## config.mk

```make
export PLATFORM = sky130hd
export DESIGN_NAME = vrf_back
export DESIGN_NICKNAME = d
export VERILOG_FILES = /design/src/vrf_pkg.sv /design/src/vrf_back.sv
export SDC_FILE = /design/constraint.sdc
export NUM_CORES = 1
export LEC_CHECK = 0
export BUFFER_PORTS_ARGS = -buffer_cell sky130_fd_sc_hd__clkbuf_2
export CORE_UTILIZATION = 50
export CTS_CLUSTER_DIAMETER = 30
export DETAILED_ROUTE_END_ITERATION = 12
export GPL_TIMING_DRIVEN = 0
export PLACE_DENSITY = 0.73
export SYNTH_ARGS = -nofsm -noshare
export SYNTH_HDL_FRONTEND = slang
export SYNTH_SLANG_ARGS = --single-unit
```

## constraint.sdc

```tcl
create_clock -name clk_i -period 7.72 [get_ports clk_i]
set_clock_uncertainty 0.1 [all_clocks]
set_input_delay 0 -clock clk_i [delete_from_list [all_inputs] [get_ports clk_i]]
set_output_delay 0 -clock clk_i [all_outputs]
set_load 0.01 [all_outputs]
```

## src/vrf_pkg.sv

```systemverilog
// Package for the variable record ring FIFO: command and status codes,
// front-end state, job and result records shared by all modules but vrf_ram.
// No dependencies.
`timescale 1ns / 1ps

package vrf_pkg;

  typedef enum logic [1:0] {
    CMD_APPEND  = 2'd0,
    CMD_COMMIT  = 2'd1,
    CMD_DEQUEUE = 2'd2,
    CMD_RSVD    = 2'd3
  } cmd_e;

  typedef enum logic [1:0] {
    ST_OK      = 2'd0,
    ST_FULL    = 2'd1,
    ST_EMPTY   = 2'd2,
    ST_INVALID = 2'd3
  } status_e;

  typedef enum logic {
    FE_IDLE,
    FE_LOOKUP
  } fe_state_e;

  typedef enum logic {
    REG_SLOT_COUNT      = 1'b0,
    REG_MAX_VALUE_BYTES = 1'b1
  } reg_idx_e;

  localparam int SLOT_COUNT_MAX = 16;   // slot_count register saturates here
  localparam int ROOM_MAX       = 64;   // dequeue room saturates here
  localparam int LEN_W          = 7;    // record length width
  localparam int SLOT_FIELD_W   = 10;   // slot index field, covers 1024 slots
  localparam int QDEPTH         = 2;    // job queue entries

  // One unit of work handed from front to back.
  typedef struct packed {
    logic                    stream;   // 1: stream record bytes, 0: single status
    status_e                 status;
    logic [SLOT_FIELD_W-1:0] slot;
    logic [LEN_W-1:0]        len;
  } job_t;

  // Result fields apart from the data byte.
  typedef struct packed {
    status_e          status;
    logic             byte_valid;
    logic [LEN_W-1:0] value_length;
    logic             last;
  } res_t;

  // Configuration write request from the register port.
  typedef struct packed {
    logic       slot_count_we;
    logic       max_bytes_we;
    logic [6:0] data;
  } cfg_wr_t;

  // Current configuration register contents.
  typedef struct packed {
    logic [4:0] slot_count;
    logic [6:0] max_value_bytes;
  } cfg_view_t;

endpackage

```

## src/vrf_back.sv

```systemverilog
// Back end: takes jobs from the queue, reads record bytes from the value store
// and drives the result channel through an output register with a skid entry.
// Depends on vrf_pkg.
`timescale 1ns / 1ps

module vrf_back
  import vrf_pkg::*;
#(
  parameter int SLOT_DEPTH      = 16,
  parameter int MAX_VALUE_BYTES = 64
) (
  input  logic             clk_i,
  input  logic             rst_ni,
  input  job_t             job_i,
  input  logic             job_empty_i,
  output logic             job_pop_o,
  output logic             vre_o,
  output logic [((SLOT_DEPTH * MAX_VALUE_BYTES > 1) ?
                 $clog2(SLOT_DEPTH * MAX_VALUE_BYTES) : 1)-1:0] vraddr_o,
  input  logic [7:0]       vrdata_i,
  output logic             stream_done_o,
  output logic             out_valid_o,
  input  logic             out_stall_i,
  output logic [1:0]       status_o,
  output logic [7:0]       out_byte_o,
  output logic             byte_valid_o,
  output logic [LEN_W-1:0] value_length_o,
  output logic             last_o
);

  localparam int VDEPTH = SLOT_DEPTH * MAX_VALUE_BYTES;
  localparam int VAW    = (VDEPTH > 1) ? $clog2(VDEPTH) : 1;

  logic             act_q;
  job_t             job_q;
  logic [VAW-1:0]   base_q;
  logic [LEN_W-1:0] idx_q;
  logic             s1_v_q;
  res_t             s1_q;
  logic             o_v_q, k_v_q;
  res_t             o_q, k_q;
  logic [7:0]       o_byte_q, k_byte_q;

  logic             pop_out;
  logic [1:0]       held;
  logic             issue, is_last;
  res_t             s1_d;
  logic [7:0]       s1_byte;
  logic             o_load;

  assign pop_out = o_v_q && !out_stall_i;
  // entries that will need a place in the output register or skid
  assign held    = 2'(o_v_q) + 2'(k_v_q) + 2'(s1_v_q) - 2'(pop_out);
  assign issue   = act_q && (held < 2'd2);
  assign is_last = !job_q.stream || (idx_q + LEN_W'(1) == job_q.len);

  assign stream_done_o = issue && job_q.stream && is_last;
  assign job_pop_o     = !job_empty_i && (!act_q || (issue && is_last));
  assign vre_o         = issue && job_q.stream;
  assign vraddr_o      = base_q + VAW'(idx_q);

  always_comb begin
    s1_d.status       = job_q.status;
    s1_d.byte_valid   = job_q.stream;
    s1_d.value_length = job_q.stream ? job_q.len : '0;
    s1_d.last         = is_last;
  end

  assign s1_byte = s1_q.byte_valid ? vrdata_i : 8'd0;
  assign o_load  = !o_v_q || pop_out;

  assign out_valid_o    = o_v_q;
  assign status_o       = o_q.status;
  assign out_byte_o     = o_byte_q;
  assign byte_valid_o   = o_q.byte_valid;
  assign value_length_o = o_q.value_length;
  assign last_o         = o_q.last;

  always_ff @(posedge clk_i or negedge rst_ni) begin
    if (!rst_ni) begin
      act_q  <= 1'b0;
      s1_v_q <= 1'b0;
      o_v_q  <= 1'b0;
      k_v_q  <= 1'b0;
    end else begin
      if (job_pop_o) begin
        act_q <= 1'b1;
      end else if (issue && is_last) begin
        act_q <= 1'b0;
      end
      s1_v_q <= issue;
      if (o_load) begin
        if (k_v_q) begin
          o_v_q <= 1'b1;
          k_v_q <= s1_v_q;
        end else begin
          o_v_q <= s1_v_q;
          k_v_q <= 1'b0;
        end
      end else if (s1_v_q) begin
        k_v_q <= 1'b1;
      end
    end
  end

  always_ff @(posedge clk_i) begin
    if (job_pop_o) begin
      job_q  <= job_i;
      base_q <= VAW'(job_i.slot * MAX_VALUE_BYTES);
      idx_q  <= '0;
    end else if (issue) begin
      idx_q <= idx_q + LEN_W'(1);
    end
    if (issue) begin
      s1_q <= s1_d;
    end
    if (o_load) begin
      if (k_v_q) begin
        o_q      <= k_q;
        o_byte_q <= k_byte_q;
        k_q      <= s1_q;
        k_byte_q <= s1_byte;
      end else begin
        o_q      <= s1_q;
        o_byte_q <= s1_byte;
      end
    end else if (s1_v_q) begin
      k_q      <= s1_q;
      k_byte_q <= s1_byte;
    end
  end

endmodule

```

==> metrics.log, run 1 <==
INFO  metric min-delay-start = job_empty_i
INFO  metric report.final.setup_viol = 0
INFO  metric routedLengthMet1 = 2550 µm
INFO  metric timing.hold.worst_endpoint = act_q
INFO  metric gr-total-overflow = 0
INFO  metric final_cell_mix = sky130_fd_sc_hd__edfxtp_1 (63), sky130_fd_sc_hd__clkbuf_2 (58), sky130_fd_sc_hd__dlygate4sd3_1 (25), sky130_fd_sc_hd__mux2_2 (20), sky130_fd_sc_hd__and2_1 (17)
INFO  metric crit_path_top_delay_cell = sky130_fd_sc_hd__mux2i_2
INFO  metric floorplan.rows = 29
INFO  metric post_cts_resize_count = 0
INFO  metric globalplace.congestion = 0.864
INFO  metric synth.lib_cells_used.distinct = 44
INFO  metric post-cts-setup-buffers = 0
INFO  metric route.detailed.drc = 0
INFO  metric first_global_vias = 2029
INFO  metric post-route-min-period = 3.33 ns
INFO  metric worstPathBufferInverterCount = 2
INFO  metric arrival = 3.23 ns
INFO  metric path_clk_slew = 0.07 ns
INFO  metric sequential_to_total_area_share_from_yosys_stat = 65.2%
INFO  metric routed_wire_length_on_met2 = 2820 µm
INFO  metric cts_inserted_buffers = 9
INFO  metric numPortBuffers = 58
INFO  metric syn2layout_area_growth = 25.4%
INFO  metric chipHeight = 82.9 µm
INFO  metric hold_depth = 3
INFO  metric timing.slew.headroom = 21.7%
INFO  metric average_wire_per_cell_in_the_routed_design = 14.2 µm
INFO  metric dp.final_hpwl = 3800 µm
INFO  metric final-max-slew-violation-count = 0
INFO  metric num_vias = 2079
INFO  metric rr_endpoint = job_q[19]
INFO  metric ctsHtreeMaxLevel = 3
INFO  metric worst-setup-path-type = reg -> out
INFO  metric critical_path.endpoint_type = output port
INFO  metric cts_root_buf = sky130_fd_sc_hd__clkbuf_8
INFO  metric power.density = 453 nW/µm²
INFO  metric critical_path.startpoint_type = flop
INFO  metric cp_data_required_time = 7.62 ns
INFO  metric report.final.hold_viol_count = 0
INFO  metric worstSkewPairLatency = 0.34 ns
INFO  metric critical_path.max_fanout = 20
INFO  metric layout-drive-gt1-share = 34.2%
INFO  metric fin_util = 64.9%
INFO  metric reg2regPathDepth = 9
INFO  metric avgSynthCellArea = 14.5 µm²
INFO  metric syn-instance-count = 225
INFO  metric max-cap-violations = 0
INFO  metric grt_pass1_wl = 9560 µm
INFO  metric grt_antenna_before_repair = 0
INFO  metric synth_ff_type = sky130_fd_sc_hd__edfxtp_1
INFO  metric top_level_ports = 65
INFO  metric min_path_type = in -> reg
INFO  metric routed.top_layer = met4
INFO  metric sum_neg_setup_slack = 0 ns
INFO  metric post_drt_via_cell_ratio = 5.17
INFO  metric status = finished clean
INFO  metric nNetsFinal = 357
INFO  metric grt_start_max_net_pins = 22
INFO  metric initial_util = 51.8%
INFO  metric coreArea = 6310 µm²
INFO  metric worst-slew-pin-transition = 1.15 ns
INFO  metric initialDrtViolationCount = 88
INFO  metric post_synth_instance_area = 3270 µm²
INFO  metric final_antenna_net_count = 0
INFO  metric routed_wl = 5710 µm
INFO  metric r2r_start = out_valid_o
INFO  metric synth-edff-count = 63
INFO  metric critPathMaxStageDelay = 0.97 ns
INFO  metric floorplan.die.width = 82.9 µm
INFO  metric fraction_of_synthesis_flops_using_an_asynchronous_set_or_reset_pin = 5.41%
INFO  metric synthesis.yosys.warnings = 0
INFO  metric leakagePower = 1.63 nW
INFO  metric ctsLongestPathBuffers = 2
INFO  metric number_of_clock_sinks = 74
INFO  metric tritoncts = done
INFO  metric die_area = 6870 µm²
INFO  metric postSynthRegisterBits = 74
INFO  metric total_iterations_of_the_first_detailed_routing_run = 4
INFO  metric met3WireLength = 260 µm
INFO  metric antenna_cells_inserted = 0
INFO  metric layout_commonest_cell = sky130_fd_sc_hd__edfxtp_1
INFO  metric grt_setup_unrepaired = no
INFO  metric grt_use_total = 18.1%
INFO  metric cts.hold.buffers_added = 25
INFO  metric r2r_setup_slack = 4.72 ns
INFO  metric critical_path_source = out_valid_o
INFO  metric fillerInstances = 511
INFO  metric cp_top_family = multiplexers
INFO  metric ir_drop = 0.374 mV
INFO  metric synth_nets = 262
INFO  metric fmax = 301 MHz
INFO  metric crit_path_cell_trace = nor2b_1 > ha_1 > inv_1 > ha_1 > a21oi_2 > mux2i_2 > and2_1 > nor2b_1 > clkbuf_2
INFO  metric fin_crit_sh = 43.1%
## metal layers
metal | vias up | track usage [%]
met4 | 0 | 9.25
li1 | 1027 | -
met3 | 10 | 4.37
met1 | 986 | 22.3
met5 | - | 0
met2 | 56 | 29.7
## where the power goes
group / internal [mW] / leakage [nW] / switching, mW
Combinational: 0.362 / 0.826 / 0.434
Clock: 0.134 / 0.0867 / 0.131
Sequential: 0.699 / 0.720 / 0.0979
## layout make-up
cell class,count,area [µm²],share of cell area (%)
buffer,16,91.3,2.23
clock buffer,14,163,3.97
clock inverter,2,12.5,0.305
inverter,4,15.0,0.366
multi-input combinational,131,1030,25.2
sequential,74,2130,52.0
tap,77,96.3,2.35
timing repair buffer,84,556,13.5
## synthesized netlist by cell type (all sizes together), types with 3 or more instances
library cell / count / area, µm²
edfxtp: 63 / 1890
mux2: 20 / 225
and2: 17 / 106
buf: 13 / 80.1
nand2: 12 / 45.0
xnor2: 11 / 104
o21ai: 8 / 40.0
dfxtp: 7 / 140
nand3: 6 / 30.0
xor2: 6 / 52.6
ha: 5 / 62.6
nor2: 5 / 18.8
a31oi: 4 / 25.0
dfrtp: 4 / 100
inv: 4 / 15.0
o21bai: 4 / 30.0
clkbuf: 3 / 11.3
nand2b: 3 / 18.8
## worst max-delay path by stage
stage               slack [ns]  depth (start not counted)            end
global placement          3.89                          2    k_byte_q[3]
detailed placement        4.71                          9       idx_q[6]
finish                    4.39                          9  stream_done_o
global route              4.13                          9  stream_done_o
floorplan                 4.79                          2    k_byte_q[0]
CTS                       4.33                          9  stream_done_o
## through the flow
step           cell area, µm²  hold WS (ns)  total power [mW]  setup WS [ns]  std cells
2_1_floorplan            3270        -0.396              1.36           4.79        225
3_3_place_gp             3660        -0.285              1.56           3.89        360
3_5_place_dp             3670        -0.281              1.60           4.71        361
4_1_cts                  4100        0.0323              1.87           4.33        402
5_1_grt                  4100        0.0772              1.99           4.13        402
6_report                 4100        0.0587              1.86           4.39        402
## worst min-delay path, delay by kind of cell
family / cells / cell delay, ns
and+or+nand+nor: 1 / 0.11
buffers and inverters: 2 / 0.34
## state kept, by name (all words and copies together), names as in the netlist
register	count
act_q	1
base_q	4
byte_valid_o	1
idx_q	7
job_q	10
k_byte_q	8
k_q	11
k_v_q	1
last_o	1
out_byte_o	8
out_valid_o	1
s1_q	11
s1_v_q	1
status_o	2
value_length_o	7
## logic make-up (layout without fill, tap and decap cells)
logic type	Yosys count	after routing	synth area share, %
buffers and inverters	20	120	3.25
adders and majority gates	5	5	1.91
xor gates and xnor gates	17	17	4.78
AOI/OAI and AO/OA	33	33	7.77
muxes	22	22	7.62
and+or+nand+nor	54	54	9.45
DFF	74	74	65.2
No activity file was read; power rests on OpenSTA's default activity.
==> run 2: changes to the inputs <==
--- a/config.mk
+++ b/config.mk
@@ -5,12 +5,13 @@
 export SDC_FILE = /design/constraint.sdc
 export NUM_CORES = 1
 export LEC_CHECK = 0
+export ABC_AREA = 1
 export BUFFER_PORTS_ARGS = -buffer_cell sky130_fd_sc_hd__clkbuf_2
-export CORE_UTILIZATION = 50
+export CORE_UTILIZATION = 49
 export CTS_CLUSTER_DIAMETER = 30
 export DETAILED_ROUTE_END_ITERATION = 12
 export GPL_TIMING_DRIVEN = 0
-export PLACE_DENSITY = 0.73
+export PLACE_DENSITY = 0.74
 export SYNTH_ARGS = -nofsm -noshare
 export SYNTH_HDL_FRONTEND = slang
 export SYNTH_SLANG_ARGS = --single-unit
==> constraint.sdc (replaced) <==
create_clock -name clk_i -period 2.89 [get_ports clk_i]
set_clock_uncertainty 0.1 [all_clocks]
set_input_delay 0 -clock clk_i [delete_from_list [all_inputs] [get_ports clk_i]]
set_output_delay 0 -clock clk_i [all_outputs]
set_load 0.01 [all_outputs]
==> metrics.log, run 2 <==
INFO  metric yosysTopAreaCellShare = 60.1% (was 57.9%)
INFO  metric report.final.hold_viol_count = 0 (unchanged)
INFO  metric timing.final.ws_setup = 0.225 ns (was 4.39 ns)
INFO  metric grt_use_total = 18.5% (was 18.1%)
INFO  metric sequential_to_total_area_share_from_yosys_stat = 67.8% (was 65.2%)
INFO  metric layout-drive-gt1-share = 27.0% (was 34.2%)
INFO  metric synthMostInstantiatedCell = sky130_fd_sc_hd__nand2_1 (was sky130_fd_sc_hd__edfxtp_1)
INFO  metric first_global_vias = 2101 (was 2029)
INFO  metric layout_commonest_cell = sky130_fd_sc_hd__nand2_1 (was sky130_fd_sc_hd__edfxtp_1)
INFO  metric fin_util = 67.5% (was 64.9%)
INFO  metric route.detailed.drc = 0 (unchanged)
INFO  metric report.power.total = 4.70 mW (was 1.86 mW)
INFO  metric die_area = 6750 µm² (was 6870 µm²)
INFO  metric synth_nets = 326 (was 262)
INFO  metric postSynthRegisterBits = 74 (unchanged)
INFO  metric path_clk_slew = 0.07 ns (about the same)
INFO  metric post_drt_via_cell_ratio = 4.68 (was 5.17)
INFO  metric post_synth_instance_area = 3150 µm² (was 3270 µm²)
INFO  metric tritoncts = done (unchanged)
INFO  metric total_iterations_of_the_first_detailed_routing_run = 4 (unchanged)
INFO  metric report.final.setup_viol = 0 (unchanged)
INFO  metric floorplan.rows = 28 (was 29)
INFO  metric number_of_clock_sinks = 74 (unchanged)
INFO  metric critical_path.startpoint_type = flop (unchanged)
INFO  metric cp_data_required_time = 2.79 ns (was 7.62 ns)
INFO  metric place.detailed.instances = 423 (was 361)
INFO  metric grt_start_max_net_pins = 21 (was 22)
INFO  metric biggestRegsByFlops = k_q x11, s1_q x11, job_q x10 (unchanged)
INFO  metric chipHeight = 82.1 µm (was 82.9 µm)
INFO  metric antenna_cells_inserted = 0 (unchanged)
INFO  metric status = finished clean (unchanged)
INFO  metric grt_pass1_wl = 8940 µm (was 9560 µm)
INFO  metric yosys.area.top_type = sky130_fd_sc_hd__edfxtp_1 (unchanged)
INFO  metric whs = 0.277 ns (was 0.0587 ns)
INFO  metric ctsHtreeMaxLevel = 3 (unchanged)
INFO  metric r2r_start = out_valid_o (unchanged)
INFO  metric fmax = 375 MHz
INFO  metric fin_crit_sh = 92.2%
INFO  metric numPortBuffers = 58 (unchanged)
INFO  metric globalplace.congestion = 0.809 (was 0.864)
INFO  metric initialDrtViolationCount = 113 (was 88)
INFO  metric detailed_place.area = 3560 µm² (was 3670 µm²)
INFO  metric r2r_setup_slack = 0.34 ns (was 4.72 ns)
INFO  metric cts_inserted_buffers = 9 (unchanged)
INFO  metric netlist_top_cells_count = sky130_fd_sc_hd__nand2_1 (93), sky130_fd_sc_hd__edfxtp_1 (63), sky130_fd_sc_hd__inv_1 (39) (was sky130_fd_sc_hd__edfxtp_1 (63), sky130_fd_sc_hd__mux2_2 (20), sky130_fd_sc_hd__and2_1 (17))
INFO  metric final-max-slew-violation-count = 0 (unchanged)
INFO  metric worst-slew-pin-transition = 0.782 ns (was 1.15 ns)
INFO  metric max-cap-violations = 0 (unchanged)
INFO  metric post-route-min-period = 2.67 ns
INFO  metric coreArea = 6060 µm² (was 6310 µm²)
INFO  metric final_cell_area = 4090 µm² (was 4100 µm²)
INFO  metric post_synth_main_area_contributors = sky130_fd_sc_hd__edfxtp_1 (60%), sky130_fd_sc_hd__nand2_1 (11%), sky130_fd_sc_hd__inv_1 (4.7%), sky130_fd_sc_hd__dfxtp_1 (4.5%), sky130_fd_sc_hd__dfrtp_1 (3.2%) (was sky130_fd_sc_hd__edfxtp_1 (58%), sky130_fd_sc_hd__mux2_2 (6.9%), sky130_fd_sc_hd__dfxtp_1 (4.3%), sky130_fd_sc_hd__and2_1 (3.3%), sky130_fd_sc_hd__dfrtp_1 (3.1%))
INFO  metric critical_path.max_fanout = 10 (was 20)
INFO  metric ctsLongestPathBuffers = 2 (unchanged)
INFO  metric floorplan.die.width = 82.1 µm (was 82.9 µm)
INFO  metric min-delay-start = job_i[1] (was job_empty_i)
INFO  metric ir_drop = 0.756 mV (was 0.374 mV)
INFO  metric cts_root_buf = sky130_fd_sc_hd__clkbuf_8 (unchanged)
INFO  metric dp.final_hpwl = 3630 µm (was 3800 µm)
INFO  metric final_cell_mix = sky130_fd_sc_hd__nand2_1 (93), sky130_fd_sc_hd__edfxtp_1 (63), sky130_fd_sc_hd__clkbuf_2 (58), sky130_fd_sc_hd__inv_1 (39), sky130_fd_sc_hd__dlygate4sd3_1 (25) (was sky130_fd_sc_hd__edfxtp_1 (63), sky130_fd_sc_hd__clkbuf_2 (58), sky130_fd_sc_hd__dlygate4sd3_1 (25), sky130_fd_sc_hd__mux2_2 (20), sky130_fd_sc_hd__and2_1 (17))
INFO  metric critical_path.endpoint_type = output port (unchanged)
INFO  metric grt_antenna_before_repair = 0 (unchanged)
INFO  metric min_path_type = in -> reg (unchanged)
INFO  metric critical_path_source = out_valid_o (unchanged)
INFO  metric timing.slew.headroom = 47.8% (was 21.7%)
INFO  metric leakagePower = 1.91 nW (was 1.63 nW)
INFO  metric synthesis.yosys.warnings = 0 (unchanged)
INFO  metric num_vias = 2210 (was 2079)
INFO  metric final_antenna_net_count = 0 (unchanged)
INFO  metric avgSynthCellArea = 10.9 µm² (was 14.5 µm²)
INFO  metric top_level_ports = 65 (unchanged)
INFO  metric fraction_of_synthesis_flops_using_an_asynchronous_set_or_reset_pin = 5.41% (unchanged)
INFO  metric power.density = 1150 nW/µm² (was 453 nW/µm²)
INFO  metric syn2layout_area_growth = 30.0% (was 25.4%)
INFO  metric arrival = 2.57 ns (was 3.23 ns)
INFO  metric nNetsFinal = 430 (was 357)
INFO  metric synth.lib_cells_used.distinct = 28 (was 44)
INFO  metric sum_neg_setup_slack = 0 ns (unchanged)
INFO  metric synth-edff-count = 63 (unchanged)
INFO  metric gr-total-overflow = 0 (unchanged)
INFO  metric synth_ff_type = sky130_fd_sc_hd__edfxtp_1 (unchanged)
INFO  metric worstSkewPairLatency = 0.34 ns (about the same)
INFO  metric routed_wl = 5680 µm (was 5710 µm)
INFO  metric stdcell_count = 472 (was 402)
INFO  metric average_wire_per_cell_in_the_routed_design = 12.0 µm (was 14.2 µm)
INFO  metric grt_setup_unrepaired = no (unchanged)
INFO  metric worst-setup-path-type = reg -> out (unchanged)
INFO  metric preCtsSetupSlack = -0.274 ns (was 4.71 ns)
INFO  metric syn-instance-count = 289 (was 225)
INFO  metric initial_util = 51.9% (was 51.8%)
run 2: changes by cell type in the layout (fill, tap and decap cells not counted), moves of 4 or more:
cell / delta
sky130_fd_sc_hd__xor2_1: -4
sky130_fd_sc_hd__o21ai_0: +5
sky130_fd_sc_hd__nor2_1: +9
sky130_fd_sc_hd__inv_1: +35
sky130_fd_sc_hd__and2_1: -16
sky130_fd_sc_hd__xnor2_1: -9
sky130_fd_sc_hd__a31oi_1: -4
sky130_fd_sc_hd__a21oi_1: +9
sky130_fd_sc_hd__buf_4: +8
sky130_fd_sc_hd__nand2_1: +81
sky130_fd_sc_hd__mux2_2: -20
run 2: path summary, 6_finish.rpt:
check | cells after the start | to
min in group asynchronous | 3 | s1_v_q
min | 2 | job_q[1]
min reg2reg | 0 | s1_q[10]
max reg2reg | 11 | job_q[18]
max | 13 | stream_done_o
max in group asynchronous | 3 | act_q
run 2: what timing repair did:
item / 4_1_cts / 5_1_grt
gates resized for setup: 0 / 1
pin swaps: 1 / 1
buffers inserted: 2 / 7
hold buffers: 25 / 0
endpoints found under the setup margin: 17 / 2
endpoints found under the hold margin: 50 / 0
run 2: logic make-up (layout without fill, tap and decap cells):
family / after synthesis / after routing / synth area share, %
AO/OA/AOI/OAI: 26 / 26 / 4.57
XOR/XNOR: 3 / 3 / 0.835
adder cells (fa/ha/maj): 5 / 5 / 1.99
buffers and inverters: 54 / 162 / 7.44
flip-flops: 74 / 74 / 67.8
AND/OR/NAND/NOR: 127 / 127 / 17.4
run 2: cell type report:
class                           instances  area [µm²]
Buffer                                 13        80.1
Clock buffer                            9         124
Clock inverter                          6        82.6
Fill cell                             449        1970
Inverter                               41         154
Multi-Input combinational cell        161         801
Sequential cell                        74        2130
Tap cell                               75        93.8
Timing Repair Buffer                   93         623
run 2: where the power goes:
group	switching [mW]	total, mW	internal, mW
Clock	0.364	0.840	0.475
Sequential	0.216	2.07	1.86
Combinational	1.09	1.79	0.692
run 2: critical path, stage by stage, from the launching register on:
cell	delay [ns]
sky130_fd_sc_hd__dfrtp_1	0.42
sky130_fd_sc_hd__inv_1	0.07
sky130_fd_sc_hd__nor2_1	0.04
sky130_fd_sc_hd__ha_1	0.26
sky130_fd_sc_hd__inv_1	0.04
sky130_fd_sc_hd__ha_1	0.28
sky130_fd_sc_hd__a21oi_2	0.06
sky130_fd_sc_hd__and2_1	0.16
sky130_fd_sc_hd__nor3_4	0.23
sky130_fd_sc_hd__buf_4	0.18
sky130_fd_sc_hd__inv_2	0.04
sky130_fd_sc_hd__buf_6	0.13
sky130_fd_sc_hd__nor3_2	0.16
sky130_fd_sc_hd__clkbuf_2	0.15
run 2: layer usage:
layer / wire length (µm) / up-vias / track usage, % / part of all wire [%]
li1: - / 1137 / - / -
met1: 2410 / 987 / 20.4 / 42
met2: 2790 / 71 / 31.4 / 49
met3: 309 / 15 / 5.71 / 5.4
met4: 164 / 0 / 11.2 / 2.9
met5: 0 / - / 0 / 0
==> run 3: changes to the inputs <==
--- a/config.mk
+++ b/config.mk
@@ -12,6 +12,8 @@
 export DETAILED_ROUTE_END_ITERATION = 12
 export GPL_TIMING_DRIVEN = 0
 export PLACE_DENSITY = 0.74
+export SETUP_SLACK_MARGIN = 0.5
+export SLEW_MARGIN = 15
 export SYNTH_ARGS = -nofsm -noshare
 export SYNTH_HDL_FRONTEND = slang
 export SYNTH_SLANG_ARGS = --single-unit
==> metrics.log, run 3 (same netlist as run 2, synthesis figures left out) <==
INFO  metric worst-setup-path-type = reg -> out (unchanged)
INFO  metric power.density = 1170 nW/µm² (was 1150 nW/µm²)
INFO  metric worst-slew-pin-transition = 0.798 ns (was 0.782 ns)
INFO  metric route.detailed.drc = 0 (unchanged)
INFO  metric nNetsFinal = 429 (was 430)
INFO  metric globalplace.congestion = 0.802 (was 0.809)
INFO  metric grt_pass1_wl = 9570 µm (was 8940 µm)
INFO  metric ctsLongestPathBuffers = 2 (unchanged)
INFO  metric die_area = 6750 µm² (unchanged)
INFO  metric r2r_setup_slack = 0.45 ns (was 0.34 ns)
INFO  metric grt_start_max_net_pins = 21 (unchanged)
INFO  metric max-cap-violations = 0 (unchanged)
INFO  metric final_antenna_net_count = 0 (unchanged)
INFO  metric report.final.hold_viol_count = 0 (unchanged)
INFO  metric coreArea = 6060 µm² (unchanged)
INFO  metric layout-drive-gt1-share = 29.1% (was 27.0%)
INFO  metric status = finished clean (unchanged)
INFO  metric post_drt_via_cell_ratio = 4.77 (was 4.68)
INFO  metric top_level_ports = 65 (unchanged)
INFO  metric reg2regPathDepth = 12 (was 11)
INFO  metric antenna_cells_inserted = 0 (unchanged)
INFO  metric path_clk_slew = 0.07 ns (about the same)
INFO  metric leakagePower = 1.91 nW (about the same)
INFO  metric grt_setup_unrepaired = yes (was no)
INFO  metric fmax = 402 MHz (was 375 MHz)
INFO  metric worstSkewPairLatency = 0.33 ns (was 0.34 ns)
INFO  metric stdcell_count = 470 (was 472)
INFO  metric numPortBuffers = 58 (unchanged)
INFO  metric num_vias = 2244 (was 2210)
INFO  metric arrival = 2.38 ns (was 2.57 ns)
INFO  metric gr-total-overflow = 0 (unchanged)
INFO  metric chipHeight = 82.1 µm (unchanged)
INFO  metric final-max-slew-violation-count = 0 (unchanged)
INFO  metric fin_crit_sh = 86.0% (was 92.2%)
INFO  metric initialDrtViolationCount = 97 (was 113)
INFO  metric report.final.setup_viol = 0 (unchanged)
INFO  metric critical_path.endpoint_type = output port (unchanged)
INFO  metric timing.final.ws_setup = 0.406 ns (was 0.225 ns)
INFO  metric floorplan.rows = 28 (unchanged)
INFO  metric cp_data_required_time = 2.79 ns (about the same)
INFO  metric layout_commonest_cell = sky130_fd_sc_hd__nand2_1 (unchanged)
INFO  metric ctsHtreeMaxLevel = 3 (unchanged)
INFO  metric total_iterations_of_the_first_detailed_routing_run = 6 (was 4)
INFO  metric rr_endpoint = base_q[9] (was job_q[18])
INFO  metric min-delay-start = job_i[0] (was job_i[1])
INFO  metric first_global_vias = 2259 (was 2101)
INFO  metric average_wire_per_cell_in_the_routed_design = 12.7 µm (was 12.0 µm)
INFO  metric sum_neg_setup_slack = 0 ns (unchanged)
INFO  metric tritoncts = done (unchanged)
INFO  metric number_of_clock_sinks = 74 (unchanged)
INFO  metric initial_util = 51.9% (unchanged)
INFO  metric critical_path.startpoint_type = flop (unchanged)
INFO  metric critPathMaxStageDelay = 0.39 ns (was 0.42 ns)
INFO  metric crit_path_cell_trace = inv_1 > nor2_1 > ha_1 > inv_2 > ha_4 > a21oi_4 > nor2_2 > nor3_4 > buf_6 > inv_2 > buf_6 > nor3_4 > buf_2 (was inv_1 > nor2_1 > ha_1 > inv_1 > ha_1 > a21oi_2 > and2_1 > nor3_4 > buf_4 > inv_2 > buf_6 > nor3_2 > clkbuf_2)
INFO  metric report.power.total = 4.83 mW (was 4.70 mW)
INFO  metric routed_wl = 5950 µm (was 5680 µm)
INFO  metric whs = 0.279 ns (was 0.277 ns)
INFO  metric hold_depth = 2 (unchanged)
INFO  metric dp.final_hpwl = 3720 µm (was 3630 µm)
INFO  metric place.detailed.instances = 422 (was 423)
INFO  metric ir_drop = 0.599 mV (was 0.756 mV)
INFO  metric r2r_start = out_valid_o (unchanged)
INFO  metric timing.slew.headroom = 46.7% (was 47.8%)
INFO  metric crit_path_top_delay_cell = sky130_fd_sc_hd__dfrtp_1 (unchanged)
INFO  metric biggestRegsByFlops = k_q x11, s1_q x11, job_q x10 (unchanged)
INFO  metric timing.hold.worst_endpoint = job_q[0] (was job_q[1])
INFO  metric min_path_type = in -> reg (unchanged)
INFO  metric preCtsSetupSlack = -0.268 ns (was -0.274 ns)
INFO  metric floorplan.die.width = 82.1 µm (unchanged)
INFO  metric grt_use_total = 19.6% (was 18.5%)
INFO  metric post-route-min-period = 2.48 ns (was 2.67 ns)
INFO  metric cts_root_buf = sky130_fd_sc_hd__clkbuf_8 (unchanged)
INFO  metric critical_path.max_fanout = 4 (was 10)
INFO  metric final_cell_mix = sky130_fd_sc_hd__nand2_1 (93), sky130_fd_sc_hd__edfxtp_1 (63), sky130_fd_sc_hd__clkbuf_2 (55), sky130_fd_sc_hd__inv_1 (37), sky130_fd_sc_hd__dlygate4sd3_1 (25) (was sky130_fd_sc_hd__nand2_1 (93), sky130_fd_sc_hd__edfxtp_1 (63), sky130_fd_sc_hd__clkbuf_2 (58), sky130_fd_sc_hd__inv_1 (39), sky130_fd_sc_hd__dlygate4sd3_1 (25))
INFO  metric syn2layout_area_growth = 30.9% (was 30.0%)
INFO  metric cts_inserted_buffers = 9 (unchanged)
INFO  metric grt_antenna_before_repair = 0 (unchanged)
run 3: cell count changes in the layout (fill, tap and decap cells not counted), sizes merged:
cell | previous run | this run
buf | 18 | 20
bufinv | 2 | 1
clkinvlp | 2 | 0
clkinv | 2 | 3
clkbuf | 72 | 70
run 3: worst max-delay path by stage:
stage | startpoint | endpoint | slack, ns | cells after the start
2_1_floorplan | out_valid_o | base_q[6] | 0.06 | 10
3_3_place_gp | out_valid_o | job_q[3] | -0.17 | 10
3_5_place_dp | out_valid_o | job_q[3] | -0.27 | 10
4_1_cts | out_valid_o | k_q[6] | 0.38 | 3
5_1_grt | out_valid_o | stream_done_o | 0.29 | 13
6_report | out_valid_o | stream_done_o | 0.41 | 13
run 3: power by group:
part | internal [mW] | switching [mW] | leakage, nW
clock network | 0.385 | 0.348 | 0.0918
registers | 1.86 | 0.216 | 0.725
logic | 0.815 | 1.20 | 1.10
total | 3.06 | 1.77 | 1.91
run 3: final cells by class:
type,instances,area [µm²]
Sequential cell,74,2130
Fill cell,433,1940
Multi-Input combinational cell,161,853
Timing Repair Buffer,92,632
Inverter,41,154
Clock buffer,10,128
Tap cell,75,93.8
Buffer,13,80.1
Clock inverter,4,45.0
run 3: per-stage QoR:
stage / utilization [%] / area (µm²)
finish: 68.0 / 4120
CTS: 67.3 / 4080
global route: 68.0 / 4120
floorplan: - / 3170
detailed placement: 58.7 / 3560
global placement: 58.7 / 3560
run 3: worst max-delay path: cells and delay by family (launching register included):
family                   cells  cell delay [ns]
buffers and inverters        6             0.59
AO/OA/AOI/OAI                1             0.14
AND/OR/NAND/NOR              4             0.44
adder cells (fa/ha/maj)      2             0.48
flip-flops                   1             0.39
run 3: per-layer routing:
metal	share of wire (%)	up-vias	global-route usage, %
met2	52	76	36.1
met4	2.0	0	10.2
met3	4.1	12	3.74
li1	-	1137	-
met1	42	1019	21.3
met5	0	-	0
run 3: repair_timing:
| action | 4_1_cts | 5_1_grt |
|---|---|---|
| cloned | 0 | 0 |
| pin swaps | 5 | 1 |
| setup buffers | 9 | 0 |
| endpoints found under the setup margin | 55 | 43 |
| gates resized for setup | 8 | 12 |
| hold buffers | 25 | 0 |
| hold endpoints to repair | 36 | 0 |
